`src/rcb_pkg.sv`:
```
// Shared types, register indexes and reset constants for the reconnect backoff core.
package rcb_pkg;

    localparam int TIME_BITS_DEF  = 32;
    localparam int RETRY_BITS_DEF = 8;

    localparam int BASE_W  = 16;
    localparam int MAX_W   = 32;
    localparam int SRETRY_W = 16;
    localparam int CFG_W   = 32;
    localparam int CFG_IDX_W = 2;
    localparam int DELAY_W = 32;

    localparam logic [BASE_W-1:0]   BASE_RESET   = BASE_W'(2000);
    localparam logic [MAX_W-1:0]    MAX_RESET    = MAX_W'(30000);
    localparam logic [SRETRY_W-1:0] SRETRY_RESET = SRETRY_W'(5000);

    localparam logic [CFG_IDX_W-1:0] REG_BACKOFF_BASE  = 2'd0;
    localparam logic [CFG_IDX_W-1:0] REG_BACKOFF_MAX   = 2'd1;
    localparam logic [CFG_IDX_W-1:0] REG_SUBSCRIBE_RTY = 2'd2;

    typedef enum logic [1:0] {
        CS_DISC       = 2'd0,
        CS_CONNECTING = 2'd1,
        CS_CONNECTED  = 2'd2,
        CS_FAILED     = 2'd3
    } conn_state_t;

    typedef enum logic [1:0] {
        SQ_IDLE    = 2'd0,
        SQ_EVAL    = 2'd1,
        SQ_BACKOFF = 2'd2,
        SQ_DONE    = 2'd3
    } seq_state_t;

endpackage

```
`src/rcb_backoff.sv`:
```
// Iterative capped-doubling unit: one shift and one compare per cycle.
module rcb_backoff #(
    parameter int RETRY_BITS = rcb_pkg::RETRY_BITS_DEF
) (
    input  logic                      clk,
    input  logic                      rst_n,
    input  logic                      start,
    input  logic [rcb_pkg::BASE_W-1:0] base,
    input  logic [rcb_pkg::MAX_W-1:0]  max_val,
    input  logic [RETRY_BITS-1:0]     count,
    output logic                      busy,
    output logic                      done,
    output logic [rcb_pkg::DELAY_W-1:0] delay
);
    import rcb_pkg::*;

    logic                  busy_reg, busy_next;
    logic [MAX_W:0]        d_reg, d_next;
    logic [RETRY_BITS-1:0] iter_reg, iter_next;
    logic                  at_cap;

    // The working value never exceeds twice the cap or the base, so one extra bit is enough.
    assign at_cap = d_reg >= {1'b0, max_val};

    always_comb
    begin
        busy_next = busy_reg;
        d_next    = d_reg;
        iter_next = iter_reg;
        done      = 1'b0;
        delay     = '0;
        if (busy_reg)
        begin
            if (at_cap)
            begin
                done      = 1'b1;
                delay     = max_val;
                busy_next = 1'b0;
            end
            else if (iter_reg == count || d_reg == '0)
            begin
                // A zero value never grows, so it can stop at once.
                done      = 1'b1;
                delay     = d_reg[DELAY_W-1:0];
                busy_next = 1'b0;
            end
            else
            begin
                d_next    = {d_reg[MAX_W-1:0], 1'b0};
                iter_next = iter_reg + 1'b1;
            end
        end
        else if (start)
        begin
            busy_next = 1'b1;
            d_next    = (MAX_W + 1)'(base);
            iter_next = '0;
        end
    end

    always_ff @(posedge clk or negedge rst_n)
    begin
        if (!rst_n)
        begin
            busy_reg <= 1'b0;
        end
        else
        begin
            busy_reg <= busy_next;
        end
    end

    always_ff @(posedge clk)
    begin
        d_reg    <= d_next;
        iter_reg <= iter_next;
    end

    assign busy = busy_reg;

    a_done_capped: assert property (@(posedge clk) disable iff (!rst_n)
        done |-> delay <= max_val)
        else $error("backoff delay above the cap");

    a_start_idle: assert property (@(posedge clk) disable iff (!rst_n)
        start |-> !busy_reg)
        else $error("backoff started while busy");

    a_runs_on: assert property (@(posedge clk) disable iff (!rst_n)
        busy_reg && !done |=> busy_reg)
        else $error("backoff stopped without done");

endmodule

```
`src/reconnect_fsm_exponential_backoff_core.sv`:
```
// Reconnect state machine with capped exponential backoff, top level.
//
// One input beat is one tick: now_ms, link_up, connect_ok and subscribe_ok on
// a valid/ready channel. Each tick produces exactly one output beat with the
// connection state, retry count, attempt flags, event flags and the backoff
// delay chosen on that tick (zero when none was chosen).
// Configuration is a plain write port: cfg_we, cfg_index and cfg_wdata.
// Index 0 is the base delay, 1 the delay cap, 2 the subscribe retry interval.
// Write it only while no tick is in flight.
// A tick passes through the sequencer steps accept, evaluate and finish; with no
// delay to compute, its result is loaded into the output register at finish.
// When a delay is computed (failed connect or lost link) a backoff step runs the
// doubling unit between evaluate and finish: one shift and one compare against
// the cap per cycle.
// in_ready is high only while the sequencer is idle. The output register
// holds a finished beat until out_ready; the next tick is accepted meanwhile,
// and its result waits in the sequencer until the output register frees up.
// Reset puts the machine in the disconnected state with zero retries, no
// subscription, zero deadline and the register defaults.
module reconnect_fsm_exponential_backoff_core #(
    parameter int TIME_BITS  = rcb_pkg::TIME_BITS_DEF,
    parameter int RETRY_BITS = rcb_pkg::RETRY_BITS_DEF
) (
    input  logic                          clk,
    input  logic                          rst_n,
    input  logic                          cfg_we,
    input  logic [rcb_pkg::CFG_IDX_W-1:0] cfg_index,
    input  logic [rcb_pkg::CFG_W-1:0]     cfg_wdata,
    input  logic                          in_valid,
    output logic                          in_ready,
    input  logic [TIME_BITS-1:0]          now_ms,
    input  logic                          link_up,
    input  logic                          connect_ok,
    input  logic                          subscribe_ok,
    output logic                          out_valid,
    input  logic                          out_ready,
    output logic [1:0]                    conn_state,
    output logic [RETRY_BITS-1:0]         retries,
    output logic                          attempt_connect,
    output logic                          attempt_subscribe,
    output logic                          is_subscribed,
    output logic                          just_connected,
    output logic                          link_lost,
    output logic [rcb_pkg::DELAY_W-1:0]   delay_ms
);
    import rcb_pkg::*;

    localparam int SUM_W = (TIME_BITS > DELAY_W) ? TIME_BITS : DELAY_W;

    // Configuration registers.
    logic [BASE_W-1:0]   base_reg;
    logic [MAX_W-1:0]    max_reg;
    logic [SRETRY_W-1:0] sretry_reg;

    // Architectural state.
    conn_state_t          st_reg, st_next;
    logic [RETRY_BITS-1:0] retry_reg, retry_next;
    logic [TIME_BITS-1:0] deadline_reg, deadline_next;
    logic                 sub_reg, sub_next;
    logic [TIME_BITS-1:0] last_reg, last_next;

    // Sequencer and latched tick.
    seq_state_t           seq_reg, seq_next;
    logic [TIME_BITS-1:0] now_reg;
    logic                 link_reg, cok_reg, sok_reg;

    // Per-tick result flags.
    logic                 att_conn_reg, att_conn_next;
    logic                 att_sub_reg, att_sub_next;
    logic                 just_reg, just_next;
    logic                 lost_reg, lost_next;
    logic [DELAY_W-1:0]   dly_reg, dly_next;

    // Output register.
    logic                 ov_reg, ov_next;
    logic                 load_out;
    logic [1:0]           o_state_reg;
    logic [RETRY_BITS-1:0] o_retry_reg;
    logic                 o_att_conn_reg, o_att_sub_reg, o_sub_reg, o_just_reg, o_lost_reg;
    logic [DELAY_W-1:0]   o_dly_reg;

    logic                 bo_start, bo_busy, bo_done;
    logic [DELAY_W-1:0]   bo_delay;
    logic                 deadline_hit, sub_due;
    logic [SUM_W-1:0]     deadline_sum;
    logic [TIME_BITS-1:0] since_sub;

    rcb_backoff #(
        .RETRY_BITS (RETRY_BITS)
    ) u_backoff (
        .clk     (clk),
        .rst_n   (rst_n),
        .start   (bo_start),
        .base    (base_reg),
        .max_val (max_reg),
        .count   (retry_reg),
        .busy    (bo_busy),
        .done    (bo_done),
        .delay   (bo_delay)
    );

    assign deadline_hit = now_reg >= deadline_reg;
    assign since_sub    = now_reg - last_reg;
    assign sub_due      = since_sub >= TIME_BITS'(sretry_reg);
    assign deadline_sum = SUM_W'(now_reg) + SUM_W'(bo_delay);

    always_ff @(posedge clk or negedge rst_n)
    begin
        if (!rst_n)
        begin
            base_reg   <= BASE_RESET;
            max_reg    <= MAX_RESET;
            sretry_reg <= SRETRY_RESET;
        end
        else if (cfg_we)
        begin
            unique case (cfg_index)
                REG_BACKOFF_BASE:  base_reg   <= cfg_wdata[BASE_W-1:0];
                REG_BACKOFF_MAX:   max_reg    <= cfg_wdata[MAX_W-1:0];
                REG_SUBSCRIBE_RTY: sretry_reg <= cfg_wdata[SRETRY_W-1:0];
                default:           ;
            endcase
        end
    end

    always_comb
    begin
        seq_next      = seq_reg;
        st_next       = st_reg;
        retry_next    = retry_reg;
        deadline_next = deadline_reg;
        sub_next      = sub_reg;
        last_next     = last_reg;
        att_conn_next = att_conn_reg;
        att_sub_next  = att_sub_reg;
        just_next     = just_reg;
        lost_next     = lost_reg;
        dly_next      = dly_reg;
        bo_start      = 1'b0;
        load_out      = 1'b0;
        in_ready      = 1'b0;

        unique case (seq_reg)
            SQ_IDLE:
            begin
                in_ready = 1'b1;
                if (in_valid)
                begin
                    seq_next = SQ_EVAL;
                end
            end
            SQ_EVAL:
            begin
                att_conn_next = 1'b0;
                att_sub_next  = 1'b0;
                just_next     = 1'b0;
                lost_next     = 1'b0;
                dly_next      = '0;
                seq_next      = SQ_DONE;
                unique case (st_reg)
                    CS_DISC:
                    begin
                        if (deadline_hit)
                        begin
                            st_next = CS_CONNECTING;
                        end
                    end
                    CS_CONNECTING:
                    begin
                        att_conn_next = 1'b1;
                        if (cok_reg)
                        begin
                            st_next       = CS_CONNECTED;
                            retry_next    = '0;
                            deadline_next = '0;
                            sub_next      = sok_reg;
                            att_sub_next  = 1'b1;
                            last_next     = now_reg;
                            just_next     = 1'b1;
                        end
                        else
                        begin
                            // The delay uses the count after this failure.
                            if (retry_reg != '1)
                            begin
                                retry_next = retry_reg + 1'b1;
                            end
                            st_next  = CS_FAILED;
                            bo_start = 1'b1;
                            seq_next = SQ_BACKOFF;
                        end
                    end
                    CS_CONNECTED:
                    begin
                        if (!link_reg)
                        begin
                            st_next   = CS_DISC;
                            sub_next  = 1'b0;
                            lost_next = 1'b1;
                            bo_start  = 1'b1;
                            seq_next  = SQ_BACKOFF;
                        end
                        else if (!sub_reg && sub_due)
                        begin
                            sub_next     = sok_reg;
                            att_sub_next = 1'b1;
                            last_next    = now_reg;
                        end
                    end
                    CS_FAILED:
                    begin
                        if (deadline_hit)
                        begin
                            st_next = CS_DISC;
                        end
                    end
                    default:
                    begin
                        st_next = CS_DISC;
                    end
                endcase
            end
            SQ_BACKOFF:
            begin
                if (bo_done)
                begin
                    dly_next      = bo_delay;
                    deadline_next = deadline_sum[TIME_BITS-1:0];
                    seq_next      = SQ_DONE;
                end
            end
            SQ_DONE:
            begin
                if (!ov_reg || out_ready)
                begin
                    load_out = 1'b1;
                    seq_next = SQ_IDLE;
                end
            end
            default:
            begin
                seq_next = SQ_IDLE;
            end
        endcase
    end

    always_comb
    begin
        ov_next = ov_reg;
        if (load_out)
        begin
            ov_next = 1'b1;
        end
        else if (out_ready)
        begin
            ov_next = 1'b0;
        end
    end

    always_ff @(posedge clk or negedge rst_n)
    begin
        if (!rst_n)
        begin
            seq_reg      <= SQ_IDLE;
            st_reg       <= CS_DISC;
            retry_reg    <= '0;
            deadline_reg <= '0;
            sub_reg      <= 1'b0;
            last_reg     <= '0;
            ov_reg       <= 1'b0;
        end
        else
        begin
            seq_reg      <= seq_next;
            st_reg       <= st_next;
            retry_reg    <= retry_next;
            deadline_reg <= deadline_next;
            sub_reg      <= sub_next;
            last_reg     <= last_next;
            ov_reg       <= ov_next;
        end
    end

    always_ff @(posedge clk)
    begin
        if (in_ready && in_valid)
        begin
            now_reg  <= now_ms;
            link_reg <= link_up;
            cok_reg  <= connect_ok;
            sok_reg  <= subscribe_ok;
        end
        att_conn_reg <= att_conn_next;
        att_sub_reg  <= att_sub_next;
        just_reg     <= just_next;
        lost_reg     <= lost_next;
        dly_reg      <= dly_next;
        if (load_out)
        begin
            o_state_reg    <= st_reg;
            o_retry_reg    <= retry_reg;
            o_att_conn_reg <= att_conn_reg;
            o_att_sub_reg  <= att_sub_reg;
            o_sub_reg      <= sub_reg;
            o_just_reg     <= just_reg;
            o_lost_reg     <= lost_reg;
            o_dly_reg      <= dly_reg;
        end
    end

    assign out_valid         = ov_reg;
    assign conn_state        = o_state_reg;
    assign retries           = o_retry_reg;
    assign attempt_connect   = o_att_conn_reg;
    assign attempt_subscribe = o_att_sub_reg;
    assign is_subscribed     = o_sub_reg;
    assign just_connected    = o_just_reg;
    assign link_lost         = o_lost_reg;
    assign delay_ms          = o_dly_reg;

    a_conn_no_retries: assert property (@(posedge clk) disable iff (!rst_n)
        out_valid && conn_state == CS_CONNECTED |-> retries == '0)
        else $error("connected with a nonzero retry count");

    a_lost_state: assert property (@(posedge clk) disable iff (!rst_n)
        out_valid && link_lost |-> conn_state == CS_DISC && !is_subscribed)
        else $error("lost link left the machine connected or subscribed");

    a_connect_outcome: assert property (@(posedge clk) disable iff (!rst_n)
        out_valid && attempt_connect |->
            conn_state == CS_CONNECTED || conn_state == CS_FAILED)
        else $error("connect attempt left an unexpected state");

    a_just_no_delay: assert property (@(posedge clk) disable iff (!rst_n)
        out_valid && just_connected |-> delay_ms == '0 && attempt_subscribe)
        else $error("successful connect with a delay or without a subscribe");

    a_backoff_only_waiting: assert property (@(posedge clk) disable iff (!rst_n)
        bo_busy |-> seq_reg == SQ_BACKOFF)
        else $error("doubling unit busy outside its sequencer step");

endmodule
```
`config.mk`:
```
export PLATFORM = sky130hd
export DESIGN_NAME = reconnect_fsm_exponential_backoff_core
export DESIGN_NICKNAME = d
export VERILOG_FILES = /design/src/rcb_pkg.sv /design/src/rcb_backoff.sv /design/src/reconnect_fsm_exponential_backoff_core.sv
export SDC_FILE = /design/constraint.sdc
export NUM_CORES = 1
export LEC_CHECK = 0
export ABC_CLOCK_PERIOD_IN_PS = 6400
export BUFFER_PORTS_ARGS = -buffer_cell sky130_fd_sc_hd__buf_4
export CAP_MARGIN = 15
export CORE_MARGIN = 2
export CORE_UTILIZATION = 33
export CTS_BUF_LIST = sky130_fd_sc_hd__clkbuf_4
export CTS_CLUSTER_DIAMETER = 50
export DETAILED_ROUTE_END_ITERATION = 8
export HOLD_SLACK_MARGIN = 0.1
export PLACE_DENSITY = 0.55
export SYNTH_ARGS = -nofsm -noshare
export SYNTH_HDL_FRONTEND = slang
export SYNTH_SLANG_ARGS = --single-unit
```
`constraint.sdc`:
```
create_clock -name clk -period 6.4 [get_ports clk]
set_input_delay 0.64 -clock clk [delete_from_list [all_inputs] [get_ports clk]]
set_output_delay 0.64 -clock clk [all_outputs]
set_load 0.01 [all_outputs]
```
==> results by stage, run 1 <==
Place:
- In this run the cell area measured after placement is 19180 µm².
- The count of port buffers added during placement is 122.
- The post-placement setup slack is 181.7 ps.
- The congestion estimate from routability-driven global placement came to 0.8763.
- The final HPWL from detailed placement is 33430 µm.

STA:
- The slew at the pin with the worst max-slew slack is 935.0 ps.
- Headroom to the max-slew limit came out at 0.3767.
- Between clock sinks in the finished design, the worst skew comes to 55.82 ps.
- For the finished layout, the period the worst path requires is 6052 ps.
- Static timing analysis puts the maximum clock frequency at 165.2 MHz.
- Setup repair after global routing could not meet its margin everywhere.
- The final-report setup violation count is 0.
- In the finished design, the share of the clock period the worst path needs comes to 0.9457.
- The number of max-slew violations in the final report came to 0.
- The worst-case setup margin in the final layout is 347.6 ps.
- The hold violation total from the final report is 0.

Worst setup path:
- In this run the critical register-to-register path is launched from max_reg[10].
- The critical path capture point type is a flop.
- The type of the setup path with the least slack is reg2reg.
- Traced cell by cell, the critical path runs through inv_1, ha_1, a21o_1, a221o_1, a221oi_1, o2111ai_2, a21oi_2, o21ai_0, and2_1, ha_1, fa_1, a21o_1, a21oi_1, o211ai_1, a21oi_1, a311oi_1, a31o_2, a31o_2, a2111oi_0, o21ai_0, xnor2_1, o31ai_1.
- For flop-to-flop paths, the worst setup slack is 350 ps.
- The slowest stage of the critical path belongs to the cell a21oi_2.
- STA puts the critical path data arrival time at 6750 ps.
- The largest fanout of any net on the critical path is 12.
- The largest single stage delay on the critical path is 540 ps.
- The cell depth of the worst flop-to-flop path is 22.
- The worst register-to-register path ends at deadline_reg[30].
- The launching element type of the critical path is a flop.
- The data required time of the worst path is 7100 ps.

Layout:
- The flip-flop count of the largest register, all copies and words added is 33.
- Of the cells placed in the final design, the portion with a size suffix greater than 1 is 0.2439.
- Relative to the synthesized area, the layout overhead comes to 20.93%.
- After the last flow step, the layout net total stands at 2056.
- The design area is 21140 µm².
- Fill cells in the final layout number 5161.
- For this run, the share of the core covered by cells in the final layout is 0.4032.

Logic synthesis:
- The top flip-flop cell by instance count after synthesis is edfxtp_1.
- Yosys mapped a number of flops with a built-in enable equal to 159.
- Of the synthesized area, sequential elements account for 0.4790.
- The share of synthesized flip-flops with an asynchronous set or reset is 0.4735.
- The number of instances in the synthesized netlist is 1582.
- Of the total synthesized cell area, the portion taken by full adders, half adders and majority gates is 0.1118.
- The net count after synthesis is 1811.
- The complex-gate fraction of the synthesized area is 0.1260.
- The synthesized design contains 302 register bits.
- The post-synthesis share of cell area spent on xor and xnor gates is 0.03507.
- The number of warnings issued by yosys is 0.
- After synthesis, the netlist uses 75 different library cells.
- The area fraction in and, or, nand and nor cells after synthesis is 0.1234.
- The area of the mapped netlist is 17480 µm².
- The portion of netlist area occupied by mux cells is 0.07850.
- After synthesis, the mean cell area works out to 11.05 µm².
- The largest family of logic cells by synthesized area is compound AO/OA/AOI/OAI gates.

Clock network:
- The H-tree generated during clock tree synthesis spans 3 levels.
- Clock-pin slew was measured on the worst setup and hold paths at 60 ps.
- The clock sink total is 302.
- The clock reaches the later pin of the worst-skew pair after 820 ps.
- The maximum clock path buffer count is 3.
- The total CTS buffers is 86.
- The clock root buffer is clkbuf_4.
- The CTS tree is built.

Min path:
- The classification of the worst-slack hold path is in2reg.
- The worst hold path terminates at seq_reg[1].
- The worst hold path was traced through 5 stages.
- In this run the most critical hold path is launched from in_valid.

Floorplan:
- The die outline width is 234.2 µm.
- The initial utilization of the core area, before any placement, comes to 0.3334.
- The number of ports placed on the die boundary is 123.
- The floorplan step defined a core boundary enclosing 52450 µm².
- The height of the chip is 234.2 µm.
- The floorplan row count is 84.
- The die covers 54840 µm².

Routing:
- The count of nets left with antenna violations once routing finished came out at 0.
- The first-pass iteration count of the detailed router is 6.
- The total wire length is 47090 µm.
- The mean number of vias per cell is 5.025.
- The routed length per instance is 18.20 µm.
- The post-route DRC violation count is 0.
- The routed layout has 13000 vias.
- The detailed router's first-iteration violation count is 709.

GRT:
- The number of global-route vias before repair is 13080.
- For this run the aggregate overflow at the end of global routing stands at 0.
- The total routing resource utilization after global routing is 0.1714.
- The number of antenna violations at the first check in global routing is 2.
- The first global-routing pass estimated 72210 µm of wire.
- The maximum number of pins on one net before global-route repair is 69.

Pwr:
- In this run the power density over the cells is 421.9 nW/µm².
- The worst voltage drop across the vdd grid is 0.0001890 V.
- The analysis attributes to cell leakage a power of 0.009217 µW.

Run:
- The number of violations of the max-capacitance limit is 0.

Status:
- The flow ran to the end, and the final reports show no timing, DRC or antenna violations.
==> how the worst max path moves through the flow <==
stage / from / to / cells past startpoint
after floorplan: max_reg[10] / deadline_reg[31] / 24
after global placement: now_reg[0] / last_reg[7] / 22
after detailed placement: u_backoff.d_reg[18] / deadline_reg[31] / 21
after CTS: now_reg[0] / last_reg[9] / 22
after global routing: max_reg[10] / deadline_reg[30] / 22
final: max_reg[10] / deadline_reg[30] / 22
==> Yosys cell counts (all sizes together) (28+ instances only) <==
library cell | instances | area, µm²
edfxtp | 159 | 4775
ha | 153 | 1914
inv | 141 | 529.3
dfrtp | 125 | 3128
mux2 | 111 | 1363
o21ai | 93 | 465.5
nand3 | 77 | 385.4
a21oi | 75 | 375.4
and2 | 65 | 409.1
nand2 | 64 | 240.2
nor2 | 61 | 229.0
a21o | 57 | 429.2
xnor2 | 47 | 411.6
clkbuf | 44 | 165.2
and3 | 38 | 237.7
nand4 | 28 | 175.2
==> power breakdown <==
| part | switching [µW] | internal, µW |
|---|---|---|
| Sequential | 367 | 2750 |
| Combinational | 2240 | 1640 |
| Clock | 867 | 1060 |
| Total | 3470 | 5450 |
==> through the flow <==
stage	std cells	hold slack [ps]	power, µW	setup TNS [ps]
2_1_floorplan	1582	344.4	5829	0
3_3_place_gp	2354	400.8	6859	0
3_5_place_dp	2354	404.5	6940	0
4_1_cts	2582	229.4	8980	0
5_1_grt	2588	297.7	9669	-65.48
6_report	2588	327.4	8921	0
==> critical path, delay by kind of cell, from the launching register on <==
| family | cells | cell delay [ps] |
|---|---|---|
| buffers and inverters | 1 | 50 |
| flip-flops | 1 | 530 |
| adder cells (fa/ha/maj) | 3 | 940 |
| AND/OR/NAND/NOR | 1 | 200 |
| AO/OA/AOI/OAI | 16 | 4060 |
| XOR/XNOR | 1 | 150 |
==> cell usage in the layout, fill, tap and decap left out, types with 12 or more instances in the layout <==
cell	Yosys	layout
inv_1	141	141
xor2_1	23	23
and3_1	38	38
nor2b_1	16	16
a21oi_1	75	74
dlygate4sd3_1	0	69
xnor2_1	47	47
nand3_1	77	77
mux2_4	30	30
a21o_1	56	56
nand4_1	28	28
edfxtp_1	159	159
o21ai_0	91	88
and2_1	62	60
nor2_1	61	60
dfrtp_1	125	124
ha_1	153	152
nor4_1	12	12
buf_4	1	142
nor3_1	17	17
nand2_1	64	64
clkbuf_4	0	145
nand2b_1	13	13
mux2_2	81	81
a31oi_1	12	12
dfstp_2	18	18
==> per-layer routing <==
layer / part of all wire / track usage / vias to the layer above
met5: 0 / 0 / -
li1: - / - / 6301
met3: 0.046 / 0.03563 / 75
met1: 0.45 / 0.2217 / 6331
met4: 0.022 / 0.05498 / 0
met2: 0.48 / 0.2860 / 297
==> cells by family (layout without fill, tap and decap cells) <==
kind of cell	after synthesis	in the layout
compound gates	336	338
buf+inv	199	513
xor+xnor	70	70
simple gates	408	408
fa+ha+maj	155	155
mux	112	112
flops	302	302
other cells	0	2
==> what timing repair did <==
item                                    4_1_cts  5_1_grt
endpoints found under the hold margin       143        0
hold buffers                                 69        0
gates resized for setup                       0       10
endpoints found under the setup margin        0       36
buffers inserted                              0        2
==> final cells by class <==
class,instances,area (µm²),area share
Tap cell,688,860.8,0.04071
Antenna cell,2,5.005,0.0002367
Inverter,142,533.0,0.02521
Timing Repair Buffer,212,1768,0.08361
Multi-Input combinational cell,1083,8414,0.3980
Sequential cell,302,8377,0.3962
Clock inverter,14,97.59,0.004616
Clock buffer,145,1089,0.05148
(Power assumes the default switching activity.)
==> run 2, diff against run 1 <==
- PLACE_DENSITY: 0.55 -> default
- PLACE_DENSITY_LB_ADDON: default -> 0.05
==> run 2 against run 1 <==
Register-to-register slack improved by 40 ps. Flip-flop and latch count did not move. Clock skew rose by 20 ps. Hold slack got worse by 30 ps. Wire length rose by 5.7%. Critical path type unchanged. Critical endpoint is now last_reg[18]. Largest power group unchanged.
==> results by stage, run 2 (synthesized netlist as in run 1, its figures left out) <==
Pwr:
- The sequential share of power is 0.347 (was 0.349).
- The switching part of the total is 0.3957 (was 0.3894).
- The fraction of power consumed by the clock network is 0.210 (was 0.216).
- The total internal power is 5415 µW (was 5448 µW).
- The switching power of the nets is 3546 µW (was 3474 µW).
- The fraction of power consumed by combinational cells is 0.443 (was 0.435).
- The worst voltage drop across the vdd grid came to 0.0001817 V (was 0.0001890 V).
- The leakage power summed over all cells is 0.009238 µW (was 0.009217 µW).
- The areal power density over the cells is 422.9 nW/µm² (was 421.9 nW/µm²).

GRT:
- The total routing resource utilization after global routing came to 0.1809 (was 0.1714).
- The met1 layer usage reported by global route was 0.2369 (was 0.2217).
- The number of global-route vias before repair is 13030 (was 13080).
- The maximum number of pins on one net before global-route repair is 94 (was 69).
- The number of antenna violations at the first check in global routing is 2 (unchanged).
- The most utilized layer in the global route result is met2 (unchanged).
- The met3 global-route usage was 0.03745 (was 0.03563).
- The met2 layer usage reported by global route is 0.2920 (was 0.2860).
- The global-route congestion overflow total was 0 (unchanged).
- The wire length of the first global-routing pass is 75190 µm (was 72210 µm).

STA:
- The number of max-slew violations in the final report was 0 (unchanged).
- The hold violation total from the final report is 0 (unchanged).
- The achievable clock frequency came to 166.4 MHz (was 165.2 MHz).
- The final-report setup violation count came to 0 (unchanged).
- The time the worst path needs with I/O delays and setup is 6010 ps (was 6052 ps).
- The clock tree skew after final layout is 75.48 ps (was 55.82 ps).
- The worst slew margin relative to its limit is 0.07626 (was 0.3767).
- The slew at the pin with the worst max-slew slack came to 1375 ps (was 935.0 ps).
- The worst-case setup margin in the final layout is 389.9 ps (was 347.6 ps).
- The post-route fraction of the period consumed by the critical path is 0.9391 (was 0.9457).

Layout:
- The number of inserted filler cells in the final layout is 5187 (was 5161).
- The final core utilization was 0.4040 (was 0.4032).
- Most used cells in the layout excluding fill and tap cells: edfxtp_1 (159), ha_1 (152), clkbuf_4 (142), buf_4 (142), inv_1 (141) (was edfxtp_1 (159), ha_1 (152), clkbuf_4 (145)).
- The fraction of final layout cells with drive strength greater than 1 came to 0.2430 (was 0.2439).
- The flip-flop count of the largest register, all copies and words added is 33 (unchanged).
- The commonest non-fill, non-tap cell in the layout is edfxtp_1 (unchanged).
- The design area is 21190 µm² (was 21140 µm²).
- The layout overhead on the synthesized area is 21.19% (was 20.93%).
- The number of nets in the layout is 2061 (was 2056).

Floorplan:
- The initial cell density of the core is 0.3334 (unchanged).
- The die outline width is 234.2 µm (unchanged).
- The number of ports placed on the die boundary is 123 (unchanged).
- The area enclosed by the die boundary is 54840 µm² (unchanged).
- The floorplan row count is 84 (unchanged).
- The core area came to 52450 µm² (unchanged).
- The height of the chip came to 234.2 µm (unchanged).

Worst setup path:
- The critical path's largest stage delay is 660 ps (was 540 ps).
- The critical path capture point type is a flop (unchanged).
- The total buffers and inverters traversed by the critical path is 2 (was 1).
- The largest fanout of any net on the critical path is 8 (was 12).
- The master of the slowest instance on the critical path was or4_4 (was a21oi_2).
- The type of the setup path with the least slack is reg2reg (unchanged).
- The launching element type of the critical path is a flop (unchanged).
- The kind of cell adding the most delay to the critical path is compound AO/OA/AOI/OAI gates (unchanged).
- The data required time of the worst path is 7060 ps (was 7100 ps).
- Cell-by-cell listing of the critical path: inv_1, ha_1, inv_1, fa_1, a211o_1, a2111oi_4, nor3_2, o311ai_2, nand2_1, xor2_1, ha_1, a21oi_1, nor2b_1, o21ai_0, o21ai_0, a2111oi_2, o211ai_1, nor4_2, nand4_1, or4_4, a41o_4, mux2_4 (was inv_1, ha_1, a21o_1, a221o_1, a221oi_1, o2111ai_2, a21oi_2, o21ai_0, and2_1, ha_1, fa_1, a21o_1, a21oi_1, o211ai_1, a21oi_1, a311oi_1, a31o_2, a31o_2, a2111oi_0, o21ai_0, xnor2_1, o31ai_1).
- The arrival time reported for the critical path endpoint is 6670 ps (was 6750 ps).

Clock network:
- The total number of H-tree levels is 3 (unchanged).
- The clock root buffer was clkbuf_4 (unchanged).
- The total CTS buffers came to 87 (was 86).
- The clock-pin slew on the worst setup and hold paths is 70 ps (was 60 ps).
- The maximum clock path buffer count came to 3 (unchanged).
- The clock insertion delay at the later pin of the skew report was 850 ps (was 820 ps).
- The CTS tree is built (unchanged).
- The clock sink total is 302 (unchanged).

Routing:
- The total vias in the final route is 12960 (was 13000).
- The detailed router's first-iteration violation count is 686 (was 709).
- The first-pass iteration count of the detailed router was 5 (was 6).
- The post-route DRC violation count came to 0 (unchanged).
- The routed length per instance is 19.17 µm (was 18.20 µm).
- The total wire length is 49750 µm (was 47090 µm).
- The number of antenna-violating nets in the routed design is 0 (unchanged).
- The mean number of vias per cell came to 4.992 (was 5.025).

Min path:
- The classification of the worst-slack hold path is in2reg (unchanged).

Place:
- The final HPWL from detailed placement is 34620 µm (was 33430 µm).
- The final weighted congestion in routability-driven placement is 0.8476 (was 0.8763).
- The count of port buffers added during placement is 122 (unchanged).
- The post-placement setup slack is 149.7 ps (was 181.7 ps).
- The post-place instance area came to 19180 µm² (about the same).

Run:
- The number of violations of the max-capacitance limit came to 0 (unchanged).

Status:
- Status: finished, final reports clean (unchanged).
## run 2: changes by cell type in the layout (fill, tap and decap cells not counted), sizes merged
cell	delta
a21oi	-1
bufinv	-1
diode	+1
clkbuf	-3
a41o	+2
buf	+3
inv	+1
clkinvlp	+1
clkinv	+5
## run 2: tightest hold or removal path: stages
cell     delay [ps]
buf_4           100
nor3b_4         120
mux2_2          250
## run 2: per-layer routing
layer	part of all wire	wire, µm	vias to the layer above
met3	0.044	2173	95
met5	0	0	-
li1	-	-	6338
met1	0.46	22860	6219
met4	0.032	1599	0
met2	0.46	23120	306
## run 2: power groups by stage
| stage | clock network, µW | registers [µW] | logic (µW) |
|---|---|---|---|
| after global placement | 0 | 3150 | 3830 |
| after floorplan | 0 | 3050 | 2780 |
| after global routing | 2090 | 3180 | 4460 |
| final | 1880 | 3110 | 3970 |
| after detailed placement | 0 | 3150 | 3840 |
| after CTS | 1980 | 3120 | 3910 |
## run 2: repair_timing
item                       in CTS  in global routing
buffers inserted                0                  6
hold endpoints to repair      192                  0
resized for setup               0                  9
hold buffers                   69                  0
setup endpoints to repair       0                 36
## run 2: layout make-up
cell class	count	area [µm²]	share of cell area
multi-input cells	1084	8431	0.3979
flip-flops and latches	302	8377	0.3953
repair buffers	215	1819	0.08586
clock buffers	142	1066	0.05031
well taps	688	860.8	0.04063
inverters	142	533.0	0.02515
clock inverters	20	95.09	0.004488
diodes	3	7.507	0.0003543
## run 2: path summary, 6_finish.rpt
path | startpoint | to | slack (ps) | depth (start not counted)
hold reg to reg | dly_reg[6] | delay_ms[6] | 410 | 0
setup reg to reg | now_reg[0] | last_reg[18] | 390 | 22
hold / removal | cfg_index[0] | base_reg[12] | 300 | 3
min in group asynchronous | rst_n | last_reg[28] | 530 | 2
setup / recovery | now_reg[0] | last_reg[18] | 390 | 22
max in group asynchronous | rst_n | base_reg[2] | 4530 | 3
## run 2: per-stage QoR
| stage | hold WS, ps | setup TNS, ps | std cells | total power, µW |
|---|---|---|---|---|
| 2_1_floorplan | 344.4 | 0 | 1582 | 5829 |
| 6_report | 297.9 | 0 | 2596 | 8961 |
| 4_1_cts | 202.2 | 0 | 2584 | 9010 |
| 3_5_place_dp | 405.5 | 0 | 2353 | 6991 |
| 3_3_place_gp | 403.4 | 0 | 2353 | 6972 |
| 5_1_grt | 221.7 | -36.98 | 2596 | 9735 |
